--- src/rtl/mks_pkg.sv ---
package mks_pkg;

    localparam int BUF_DEPTH = 16;
    localparam int PTR_W     = $clog2(BUF_DEPTH);

    localparam logic [23:0] DEBOUNCE_RESET = 24'd100000;
    localparam logic [15:0] SETTLE_RESET   = 16'd5;

    localparam logic [1:0] ACT_TICK  = 2'd0;
    localparam logic [1:0] ACT_POP   = 2'd1;
    localparam logic [1:0] ACT_FLUSH = 2'd2;

    localparam logic [0:0] CFG_DEBOUNCE = 1'd0;
    localparam logic [0:0] CFG_SETTLE   = 1'd1;

    localparam logic [1:0] PH_IDLE     = 2'd0;
    localparam logic [1:0] PH_DEBOUNCE = 2'd1;
    localparam logic [1:0] PH_SETTLE   = 2'd2;

    // row-major, index {row, column}
    localparam logic [7:0] KEY_MAP [16] = '{
        8'h31, 8'h32, 8'h33, 8'h41,
        8'h34, 8'h35, 8'h36, 8'h42,
        8'h37, 8'h38, 8'h39, 8'h43,
        8'h2A, 8'h30, 8'h23, 8'h44
    };

    typedef struct packed {
        logic       push;
        logic       pop;
        logic       flush;
        logic [7:0] code;
    } ring_cmd_t;

    typedef struct packed {
        logic       empty;
        logic [3:0] count;
        logic       drop;
    } ring_stat_t;

    typedef struct packed {
        logic       fire;
        logic [1:0] fire_col;
        logic [3:0] col_drive;
    } scan_stat_t;

    function automatic logic [7:0] key_ascii(input logic [1:0] row, input logic [1:0] col);
        return KEY_MAP[{row, col}];
    endfunction

endpackage

--- src/rtl/mks_ring.sv ---
module mks_ring (
    input  logic               clk,
    input  logic               rst_n,
    input  mks_pkg::ring_cmd_t cmd,
    output logic [7:0]         rd_data,
    output mks_pkg::ring_stat_t stat
);
    import mks_pkg::*;

    localparam int CNT_W = PTR_W + 5;

    logic [7:0]       key_store [BUF_DEPTH];
    logic [7:0]       rd_data_reg;
    logic [PTR_W-1:0] rd_ptr_reg;
    logic [PTR_W-1:0] rd_ptr_next;
    logic [PTR_W-1:0] wr_ptr_reg;
    logic [PTR_W-1:0] wr_ptr_next;
    logic [PTR_W-1:0] rd_inc;
    logic [PTR_W-1:0] wr_inc;
    logic [CNT_W-1:0] cnt_raw;
    logic [CNT_W-1:0] cnt_mod;
    logic             full_hit;

    assign rd_inc   = (rd_ptr_reg == PTR_W'(BUF_DEPTH - 1)) ? '0 : rd_ptr_reg + PTR_W'(1);
    assign wr_inc   = (wr_ptr_reg == PTR_W'(BUF_DEPTH - 1)) ? '0 : wr_ptr_reg + PTR_W'(1);
    assign full_hit = (wr_ptr_reg == rd_ptr_reg);

    // count lies below twice the depth, one subtract folds it back
    assign cnt_raw = CNT_W'(wr_ptr_reg) + CNT_W'(BUF_DEPTH) - CNT_W'(rd_ptr_reg) - CNT_W'(1);
    assign cnt_mod = (cnt_raw >= CNT_W'(BUF_DEPTH)) ? cnt_raw - CNT_W'(BUF_DEPTH) : cnt_raw;

    assign stat.empty = (rd_inc == wr_ptr_reg);
    assign stat.count = cnt_mod[3:0];
    assign stat.drop  = cmd.push && full_hit;
    assign rd_data    = rd_data_reg;

    always_comb
    begin
        rd_ptr_next = rd_ptr_reg;
        wr_ptr_next = wr_ptr_reg;
        if (cmd.flush)
        begin
            rd_ptr_next = '0;
            wr_ptr_next = PTR_W'(1);
        end
        else if (cmd.push)
        begin
            wr_ptr_next = wr_inc;
            if (full_hit)
            begin
                rd_ptr_next = rd_inc;
            end
        end
        else if (cmd.pop && !stat.empty)
        begin
            rd_ptr_next = rd_inc;
        end
    end

    always_ff @(posedge clk or negedge rst_n)
    begin
        if (!rst_n)
        begin
            rd_ptr_reg <= '0;
            wr_ptr_reg <= PTR_W'(1);
        end
        else
        begin
            rd_ptr_reg <= rd_ptr_next;
            wr_ptr_reg <= wr_ptr_next;
        end
    end

    always_ff @(posedge clk)
    begin
        if (cmd.push && !cmd.flush)
        begin
            key_store[wr_ptr_reg] <= cmd.code;
        end
        if (cmd.pop)
        begin
            rd_data_reg <= key_store[rd_inc];
        end
    end

endmodule

--- src/rtl/mks_scan.sv ---
module mks_scan (
    input  logic                clk,
    input  logic                rst_n,
    input  logic                tick,
    input  logic [3:0]          rows,
    input  logic [23:0]         debounce_ticks,
    input  logic [15:0]         settle_ticks,
    output mks_pkg::scan_stat_t stat
);
    import mks_pkg::*;

    logic [1:0]  phase_reg;
    logic [1:0]  phase_next;
    logic [23:0] timer_reg;
    logic [23:0] timer_next;
    logic [1:0]  col_reg;
    logic [1:0]  col_next;
    logic [1:0]  trig_reg;
    logic [1:0]  trig_next;
    logic [3:0]  prev_reg;
    logic [23:0] timer_dec;
    logic [23:0] debounce_load;
    logic [23:0] settle_load;
    logic [3:0]  falling;
    logic [1:0]  first_fall;
    logic        expired;

    // the one decrementer shared by the debounce and settle waits
    assign timer_dec     = timer_reg - 24'd1;
    assign expired       = (timer_dec == '0);
    assign debounce_load = (debounce_ticks == '0) ? 24'd1 : debounce_ticks;
    assign settle_load   = (settle_ticks == '0) ? 24'd1 : {8'd0, settle_ticks};
    assign falling       = prev_reg & ~rows;

    always_comb
    begin
        if (falling[0])
        begin
            first_fall = 2'd0;
        end
        else if (falling[1])
        begin
            first_fall = 2'd1;
        end
        else if (falling[2])
        begin
            first_fall = 2'd2;
        end
        else
        begin
            first_fall = 2'd3;
        end
    end

    assign stat.fire      = (phase_reg == PH_SETTLE) && expired;
    assign stat.fire_col  = col_reg;
    assign stat.col_drive = (phase_reg == PH_SETTLE) ? ~(4'b0001 << col_reg) : 4'b0000;

    always_comb
    begin
        phase_next = phase_reg;
        timer_next = timer_reg;
        col_next   = col_reg;
        trig_next  = trig_reg;
        unique case (phase_reg)
            PH_DEBOUNCE:
            begin
                timer_next = timer_dec;
                if (expired)
                begin
                    if (!rows[trig_reg])
                    begin
                        col_next   = 2'd0;
                        timer_next = settle_load;
                        phase_next = PH_SETTLE;
                    end
                    else
                    begin
                        phase_next = PH_IDLE;
                    end
                end
            end
            PH_SETTLE:
            begin
                timer_next = timer_dec;
                if (expired)
                begin
                    if (col_reg == 2'd3)
                    begin
                        col_next   = 2'd0;
                        phase_next = PH_IDLE;
                    end
                    else
                    begin
                        col_next   = col_reg + 2'd1;
                        timer_next = settle_load;
                    end
                end
            end
            default:
            begin
                phase_next = PH_IDLE;
                if (falling != 4'd0)
                begin
                    trig_next  = first_fall;
                    timer_next = debounce_load;
                    phase_next = PH_DEBOUNCE;
                end
            end
        endcase
    end

    always_ff @(posedge clk or negedge rst_n)
    begin
        if (!rst_n)
        begin
            phase_reg <= PH_IDLE;
            timer_reg <= '0;
            col_reg   <= '0;
            trig_reg  <= '0;
            prev_reg  <= 4'hF;
        end
        else if (tick)
        begin
            phase_reg <= phase_next;
            timer_reg <= timer_next;
            col_reg   <= col_next;
            trig_reg  <= trig_next;
            prev_reg  <= rows;
        end
    end

endmodule

--- src/rtl/matrix_keypad_scanner_fifo_core.sv ---
// channel  | handshake             | payload
// in       | in_valid / in_ready   | action, row_lines
// out      | out_valid / out_ready | column_drive, key_valid, key_code,
//          |                       | buffer_empty, key_count, dropped
// cfg      | cfg_write             | cfg_index, cfg_data
//
// a tick goes to the done state, through the push state if a column sample
// fires: the ring has one write port, so the four rows are pushed one a cycle
// a pop that finds a key passes the read state (registered key store read),
// a flush goes to done; a new item is taken while the previous result waits
// in the output register; an item's final cycle holds until it is free
// reset is asynchronous and needs no clearing pass
module matrix_keypad_scanner_fifo_core (
    input  logic       clk,
    input  logic       rst_n,
    input  logic       in_valid,
    output logic       in_ready,
    input  logic [1:0] action,
    input  logic [3:0] row_lines,
    output logic       out_valid,
    input  logic       out_ready,
    output logic [3:0] column_drive,
    output logic       key_valid,
    output logic [7:0] key_code,
    output logic       buffer_empty,
    output logic [3:0] key_count,
    output logic       dropped,
    input  logic       cfg_write,
    input  logic [0:0] cfg_index,
    input  logic [23:0] cfg_data
);
    import mks_pkg::*;

    localparam logic [1:0] ST_IDLE = 2'd0;
    localparam logic [1:0] ST_PUSH = 2'd1;
    localparam logic [1:0] ST_READ = 2'd2;
    localparam logic [1:0] ST_DONE = 2'd3;

    logic [1:0]  state_reg;
    logic [1:0]  state_next;
    logic [23:0] debounce_reg;
    logic [15:0] settle_reg;
    logic [3:0]  push_rows_reg;
    logic [1:0]  push_col_reg;
    logic [1:0]  row_idx_reg;
    logic        drop_acc_reg;
    logic        kv_reg;
    logic [7:0]  code_reg;
    logic        out_valid_reg;
    logic [3:0]  column_drive_reg;
    logic        key_valid_reg;
    logic [7:0]  key_code_reg;
    logic        buffer_empty_reg;
    logic [3:0]  key_count_reg;
    logic        dropped_reg;
    logic        accept;
    logic        tick;
    logic        out_load;
    ring_cmd_t   ring_cmd;
    ring_stat_t  ring_stat;
    logic [7:0]  ring_rd;
    scan_stat_t  scan_stat;

    assign in_ready = (state_reg == ST_IDLE);
    assign accept   = in_valid && in_ready;
    assign tick     = accept && (action == ACT_TICK);
    assign out_load = (state_reg == ST_DONE) && (!out_valid_reg || out_ready);

    mks_scan u_scan (
        .clk            (clk),
        .rst_n          (rst_n),
        .tick           (tick),
        .rows           (row_lines),
        .debounce_ticks (debounce_reg),
        .settle_ticks   (settle_reg),
        .stat           (scan_stat)
    );

    mks_ring u_ring (
        .clk     (clk),
        .rst_n   (rst_n),
        .cmd     (ring_cmd),
        .rd_data (ring_rd),
        .stat    (ring_stat)
    );

    always_comb
    begin
        ring_cmd.push  = (state_reg == ST_PUSH) && !push_rows_reg[row_idx_reg];
        ring_cmd.pop   = accept && (action == ACT_POP);
        ring_cmd.flush = accept && (action == ACT_FLUSH);
        ring_cmd.code  = key_ascii(row_idx_reg, push_col_reg);
    end

    always_comb
    begin
        state_next = state_reg;
        unique case (state_reg)
            ST_IDLE:
            begin
                if (accept)
                begin
                    if (tick && scan_stat.fire)
                    begin
                        state_next = ST_PUSH;
                    end
                    else if ((action == ACT_POP) && !ring_stat.empty)
                    begin
                        state_next = ST_READ;
                    end
                    else
                    begin
                        state_next = ST_DONE;
                    end
                end
            end
            ST_PUSH:
            begin
                if (row_idx_reg == 2'd3)
                begin
                    state_next = ST_DONE;
                end
            end
            ST_READ:
            begin
                state_next = ST_DONE;
            end
            ST_DONE:
            begin
                if (out_load)
                begin
                    state_next = ST_IDLE;
                end
            end
            default:
            begin
                state_next = ST_IDLE;
            end
        endcase
    end

    always_ff @(posedge clk or negedge rst_n)
    begin
        if (!rst_n)
        begin
            state_reg     <= ST_IDLE;
            out_valid_reg <= 1'b0;
            debounce_reg  <= DEBOUNCE_RESET;
            settle_reg    <= SETTLE_RESET;
        end
        else
        begin
            state_reg <= state_next;
            if (out_load)
            begin
                out_valid_reg <= 1'b1;
            end
            else if (out_ready)
            begin
                out_valid_reg <= 1'b0;
            end
            if (cfg_write)
            begin
                unique case (cfg_index)
                    CFG_DEBOUNCE: debounce_reg <= cfg_data;
                    CFG_SETTLE:   settle_reg   <= cfg_data[15:0];
                    default:      settle_reg   <= settle_reg;
                endcase
            end
        end
    end

    // working item and result registers
    always_ff @(posedge clk)
    begin
        if (accept)
        begin
            push_rows_reg <= row_lines;
            push_col_reg  <= scan_stat.fire_col;
            row_idx_reg   <= 2'd0;
            drop_acc_reg  <= 1'b0;
            kv_reg        <= (action == ACT_POP) && !ring_stat.empty;
            code_reg      <= 8'd0;
        end
        if (state_reg == ST_PUSH)
        begin
            row_idx_reg  <= row_idx_reg + 2'd1;
            drop_acc_reg <= drop_acc_reg | ring_stat.drop;
        end
        if (state_reg == ST_READ)
        begin
            code_reg <= ring_rd;
        end
        if (out_load)
        begin
            column_drive_reg <= scan_stat.col_drive;
            key_valid_reg    <= kv_reg;
            key_code_reg     <= code_reg;
            buffer_empty_reg <= ring_stat.empty;
            key_count_reg    <= ring_stat.count;
            dropped_reg      <= drop_acc_reg;
        end
    end

    assign out_valid    = out_valid_reg;
    assign column_drive = column_drive_reg;
    assign key_valid    = key_valid_reg;
    assign key_code     = key_code_reg;
    assign buffer_empty = buffer_empty_reg;
    assign key_count    = key_count_reg;
    assign dropped      = dropped_reg;

    a_one_item_at_a_time: assert property (@(posedge clk) disable iff (!rst_n)
        accept |=> !in_ready)
        else $error("item accepted on the cycle after another");

    a_no_code_without_key: assert property (@(posedge clk) disable iff (!rst_n)
        (out_valid && !key_valid) |-> (key_code == 8'd0))
        else $error("key code without a popped key");

    a_single_column: assert property (@(posedge clk) disable iff (!rst_n)
        out_valid |-> ((column_drive == 4'b0000) || ($countones(~column_drive) == 1)))
        else $error("more than one column driven low in a scan");

    a_empty_matches_count: assert property (@(posedge clk) disable iff (!rst_n)
        out_valid |-> (buffer_empty == (key_count == 4'd0)))
        else $error("empty flag disagrees with key count");

    a_push_only_in_scan: assert property (@(posedge clk) disable iff (!rst_n)
        (state_reg == ST_PUSH) |-> (out_load == 1'b0))
        else $error("result loaded while keys are being pushed");

endmodule

--- config.mk ---
export PLATFORM = sky130hd
export DESIGN_NAME = matrix_keypad_scanner_fifo_core
export DESIGN_NICKNAME = d
export VERILOG_FILES = /design/src/rtl/mks_pkg.sv /design/src/rtl/mks_ring.sv /design/src/rtl/mks_scan.sv /design/src/rtl/matrix_keypad_scanner_fifo_core.sv
export SDC_FILE = /design/constraint.sdc
export NUM_CORES = 1
export LEC_CHECK = 0
export BUFFER_PORTS_ARGS = -buffer_cell sky130_fd_sc_hd__buf_4
export CORE_MARGIN = 10
export CORE_UTILIZATION = 38
export DETAILED_ROUTE_END_ITERATION = 7
export PLACE_DENSITY = 0.63
export REMOVE_ABC_BUFFERS = 1
export SYNTH_ARGS = -nofsm -noshare
export SYNTH_HDL_FRONTEND = slang
export SYNTH_HIERARCHICAL = 1
export SYNTH_SLANG_ARGS = --single-unit
--- constraint.sdc ---
create_clock -name clk -period 3.4 [get_ports clk]
set_clock_uncertainty 0.05 [all_clocks]
set_input_delay 0.68 -clock clk [delete_from_list [all_inputs] [get_ports clk]]
set_output_delay 0.68 -clock clk [all_outputs]
set_load 0.02 [all_outputs]
Word-level counts from Yosys, hierarchy flattened:

Memories as Yosys holds them, arrays and structs flattened. A register that Yosys moved wholly into a read port is not among the register bits.
Index checks and enable logic that the tools add are counted.

* memory bits (read-only): 128
* input bits: 36
* bits in writable memories: 128
* register bits after elaboration: 122
* output and inout port bits: 21
* logic and storage cells: 159
* memories kept: 2

Memory list
* (name not given): words 16, width 8, rd ports 1, clocked after memory_dff 0, wr ports 0, line mks_pkg.sv:48 `return KEY_MAP[{row, col}];`
* u_ring.key_store: words 16, width 8, rd ports 1, clocked after memory_dff 1, wr ports 1, line mks_ring.sv:12 `logic [7:0] key_store [BUF_DEPTH];`

* muxes and demuxes: 53
* equal/unequal tests: 21
* shifts and indexed selects: 1
* bitwise operators: 7
* magnitude comparators: 4
* add/sub/neg operators: 9
* reductions and logical operators: 39

Operators with widths (number)
* two-way mux 24 bit: 6
* logical NOT 24 bit: 2
* one-hot mux 24 bit (2 select lines): 1
* two-way mux 4 bit: 9
* two-way mux 2 bit: 16
* two-way mux 8 bit: 4
* subtractor 24 x 1 -> 24 bit, second input constant: 1
* logical NOT 16 bit: 1
* two-way mux 16 bit: 1
* == test 2 bit, second input constant: 6
* logical AND 1 bit: 12
* two-way mux 1 bit: 11
* nonzero test 2 bit: 5
* >= comparator 9 x 5 -> 1 bit, second input constant: 1
* subtractor 9 x 1 -> 9 bit, second input constant: 1
* subtractor 9 x 4 -> 9 bit: 1
* adder 4 x 1 -> 4 bit, second input constant: 2
* == test 4 bit: 2
* == test 4 bit, second input constant: 2
* != test 2 bit, second input constant: 4
* NOT 4 bit: 2
* one-hot mux 2 bit (2 select lines): 2
* one-hot mux 2 bit (4 select lines): 1
* AND reduction 2 bit: 4
* other kinds (23): 37

Depth between registers and ports, before layout:

* word-level depth: 9
* mapped depth: 14
* depth with buffers taken out: 11

Cells and area by module:

The synthesis kept the hierarchy.

By module, submodules not included
* mks_ring: area an instance 6093.3 µm², cells each 378, sequential area each 4285.4 µm², instances 1
* matrix_keypad_scanner_fifo_core: area an instance 3244.4 µm², cells each 198, sequential area each 2197.1 µm², instances 1
* mks_scan: area an instance 2919.0 µm², cells each 352, sequential area each 855.8 µm², instances 1

Worst setup path after synthesis:

OpenSTA, ideal clock, no wires.

* kind: reg-to-reg
* start: register u_scan.timer_reg[0]
* end: register u_scan.timer_reg[2]
* path buffers: 2
* library setup time: 0.127 ns
* path slack: 0.414 ns
* data arrival time: 2.808 ns
* data required time: 3.223 ns
* cell stages (with the launch flop): 14
* path through: dfrtp_1 > clkbuf_1 > inv_1 > ha_1 > inv_1 > or3_1 > a211o_1 > a211oi_2 > and4_4 > nand2b_2 > a22o_4 > buf_6 > a221oi_1 > nor2_1

* cells in the longest elaborated chain, start to end: 4
* elaborated cells between the ends (all ways): 7
* classes of those cells: 1 x add/sub; 5 x mux; 1 x reduce/logical

RTL lines
* from (decl): line mks_scan.sv:14 `logic [23:0] timer_reg;`
* from (signal assigned): line mks_scan.sv:126 `timer_reg <= timer_next;`
* subtractor 24 x 1 -> 24 bit *: line mks_scan.sv:29 `assign timer_dec = timer_reg - 24'd1;`
* logical NOT 24 bit (tied with other cells): line mks_scan.sv:30 `assign expired = (timer_dec == '0);`
* two-way mux 24 bit, on equally long branches: line mks_scan.sv:86, mks_scan.sv:69
* one-hot mux 24 bit (2 select lines) *: line mks_scan.sv:65 `unique case (phase_reg)`

Mark *: on every way between the ends. The rest lies on a longest branch, timed or not.
A chain may end at the register's enable or synchronous reset.

Worst setup path in the final report:

* start: register u_scan.timer_reg[1]
* end: register u_scan.timer_reg[5]

Same word-level chain as after synthesis.

==> results.txt <==
Synth async-reset ratio: 32.9%
DR pass1 iterations: 5
Dpl cells: 1,379
Critical path data arrival time: 3.53 ns
Hold Slack: 0.133 ns
ANT cells: 0
Leak Pwr: 5.31 nW
Mean Syn Cell Area: 13.2 um^2
Number of CTS-inserted buffers: 28
DR top layer: met4
FMAX: 317 MHz
Hold crit path type: primary input to asynchronous set/reset pin
DR vias/cell: 5.38
Critical path peak fanout: 12
CP startpoint kind: register
CP dominant cell by count: inv_1
Final slew viol count: 0
Largest family of logic cells by synthesized area: simple AND/OR/NAND/NOR gates
Final Hold Viols: 0
Slowest stage cell, crit path: dfrtp_1
Net count, final: 1,073
Number of synthesized register bits: 258
IO Pins: 57
Unrepaired setup endpoints after global routing: false
Post-Synth Adder-Cell Area: 3.02%
Worst-Skew Late Latency: 0.56 ns
Compound-Gate Fraction of Synth Area: 9.25%
I/O Buffers: 56
CP startpoint: u_scan/timer_reg[1]
Post-Syn Area: 0.0123 mm^2
Synth area leader: edfxtp_1
Max reg flops: 128
Worst r2r src: u_scan/timer_reg[1]
Final wirelength: 27,800 um
Library cells used by synthesis: 84
Yosys top cell area share: 42.4%
Die Width: 200 um
Commonest non-fill, non-tap cell in the layout: edfxtp_1
Final Cycle Share: 92.7%
GP Congestion: 0.893
Worst-path clk slew: 0.06 ns
Outcome: complete, no violations
Required @ worst endpoint: 3.77 ns
PwrDens: 885 mW/mm^2
Most frequent cells in the layout: edfxtp_1, buf_4, dfrtp_1, nor2_1, nand2_1
CP endpoint kind: register
Iter 0 DRT Violations: 560
Vias in the first global route: 7,727
Worst VDD drop: 0.410 mV
Fin cells: 1,431
Post-synthesis mux area share: 9.65%
Xor and xnor area share after synthesis: 1.93%
Most used flip-flop cell after synthesis: edfxtp_1
DRC: 0
Wire length on met3: 1580 um
WL/cell: 19.4 um
Total gr overflow: 0
Die ar.: 0.0398 mm^2
Initial antenna violation count: 0
Global-route wire length before repair: 44,200 um
Post-Synth Simple-Gate Area: 12.8%
Post-synthesis cell count: 928
Via count: 7,702
Sequential share of the synthesized area: 59.9%
Area Growth Syn to Fin: 15.2%
HPWL after DPL: 19,500 um
Max Cap Viol: 0
Final setup fails: 0
Metal2 WL: 13,400 um
Yosys warns: 6
Worst-path cell chain: inv_1 > ha_1 > inv_1 > or3_1 > a211o_1 > a211oi_2 > and4_4 > nand2b_2 > a22o_4 > a221oi_1 > nor2_1
Slowest stage delay, CP: 0.44 ns
CTS tree: yes
Total power: 12.5 mW
Layout cells sized above 1: 23.2%
Root Driver: clkbuf_16
Row count: 65
Top cells by area, synth: edfxtp_1, dfrtp_1, mux4_2
Post-route minimum period: 3.15 ns
Core ar.: 0.0317 mm^2
Initial core utilization: 38.6%
Max transition margin: 36.5%
H-tree Lvls: 1
Worst Path Class, Setup: register to register
Number of synthesized flops with an enable pin: 173
Num Clock Sinks: 258
Hold-fix buffers, CTS: 0
Largest net degree at the start of global routing: 58
# resized after CTS: 0
Metal-1 WL: 12,300 um
Die Height: 200 um
Slew @ Worst Pin: 0.953 ns
GRT Overall Usage: 14.0%
DRT antenna net count: 0
Post-CTS Setup Repair Bufs: 0
Clock Path Buffers: 3
TNS Setup: 0 ns
[cell usage after synthesis, drive strengths merged, types with 6 or more instances]
cell type,count
nand2b,12
clkbuf,32
nor2,66
buf,23
nand4,6
inv,34
nand3b,14
and3,9
dfrtp,72
mux2i,12
nor2b,9
nand2,60
a31oi,12
nand3,17
nor3b,6
o21ai,35
o31ai,6
a221oi,14
mux4,23
xor2,11
a21oi,35
xnor2,16
nor3,19
ha,28
and2,22
nor4,16
a22oi,12
dfstp,13
mux2,48
edfxtp,173
[cells by family after synthesis]
family	after synthesis
other	1
xor gates and xnor gates	27
adders and majority gates	29
muxes	83
buffers and inverters	89
and+or+nand+nor	284
AOI/OAI and AO/OA	157
DFF	258
[stage by stage]
step,setup slack [ns],instance area (um^2),util (%)
floorplan,-0.0217,12000,-
global placement,0.282,13200,41.7
detailed placement,0.242,13200,41.7
CTS,0.212,14100,44.5
global route,0.00835,14100,44.5
finish,0.247,14100,44.5
[layer usage]
layer / vias up / track usage [%]
li1: 3637 / -
met1: 3800 / 18.7
met5: - / 0
met4: 0 / 3.51
met3: 44 / 2.46
met2: 221 / 23.0
[critical path: cells and delay by family, from the launching register on]
family,cells,cell delay [ns]
buffers and inverters,2,0.25
AOI/OAI and AO/OA,4,1.17
DFF,1,0.44
and+or+nand+nor,4,0.91
adders and majority gates,1,0.20
[final cells by class]
cell class,count,area [um^2]
Timing Repair Buffer,89,706
Multi-Input combinational cell,597,4570
Sequential cell,258,7340
Clock buffer,41,779
Tap cell,402,503
Inverter,34,128
Fill cell,2892,17600
Clock inverter,10,96.3
[final timing paths]
kind                                        endpoint  slack, ns  cells past startpoint
worst max-delay path             u_scan/timer_reg[5]       0.25                     11
worst min-delay path                debounce_reg[17]       0.13                      1
worst max register to register   u_scan/timer_reg[5]       0.25                     11
worst min register to register           key_code[2]       0.37                      0
max in group asynchronous       u_ring/wr_ptr_reg[0]       2.36                      2
min in group clk                    push_rows_reg[1]       0.28                      1
[report_power, final]
| group | internal (mW) | switching (mW) | leakage (nW) |
|---|---|---|---|
| sequential | 4.29 | 0.639 | 2.58 |
| clock | 1.66 | 1.20 | 0.422 |
| combinational | 1.95 | 2.76 | 2.31 |
| total | 7.91 | 4.60 | 5.31 |
(Power assumes the default switching activity.)
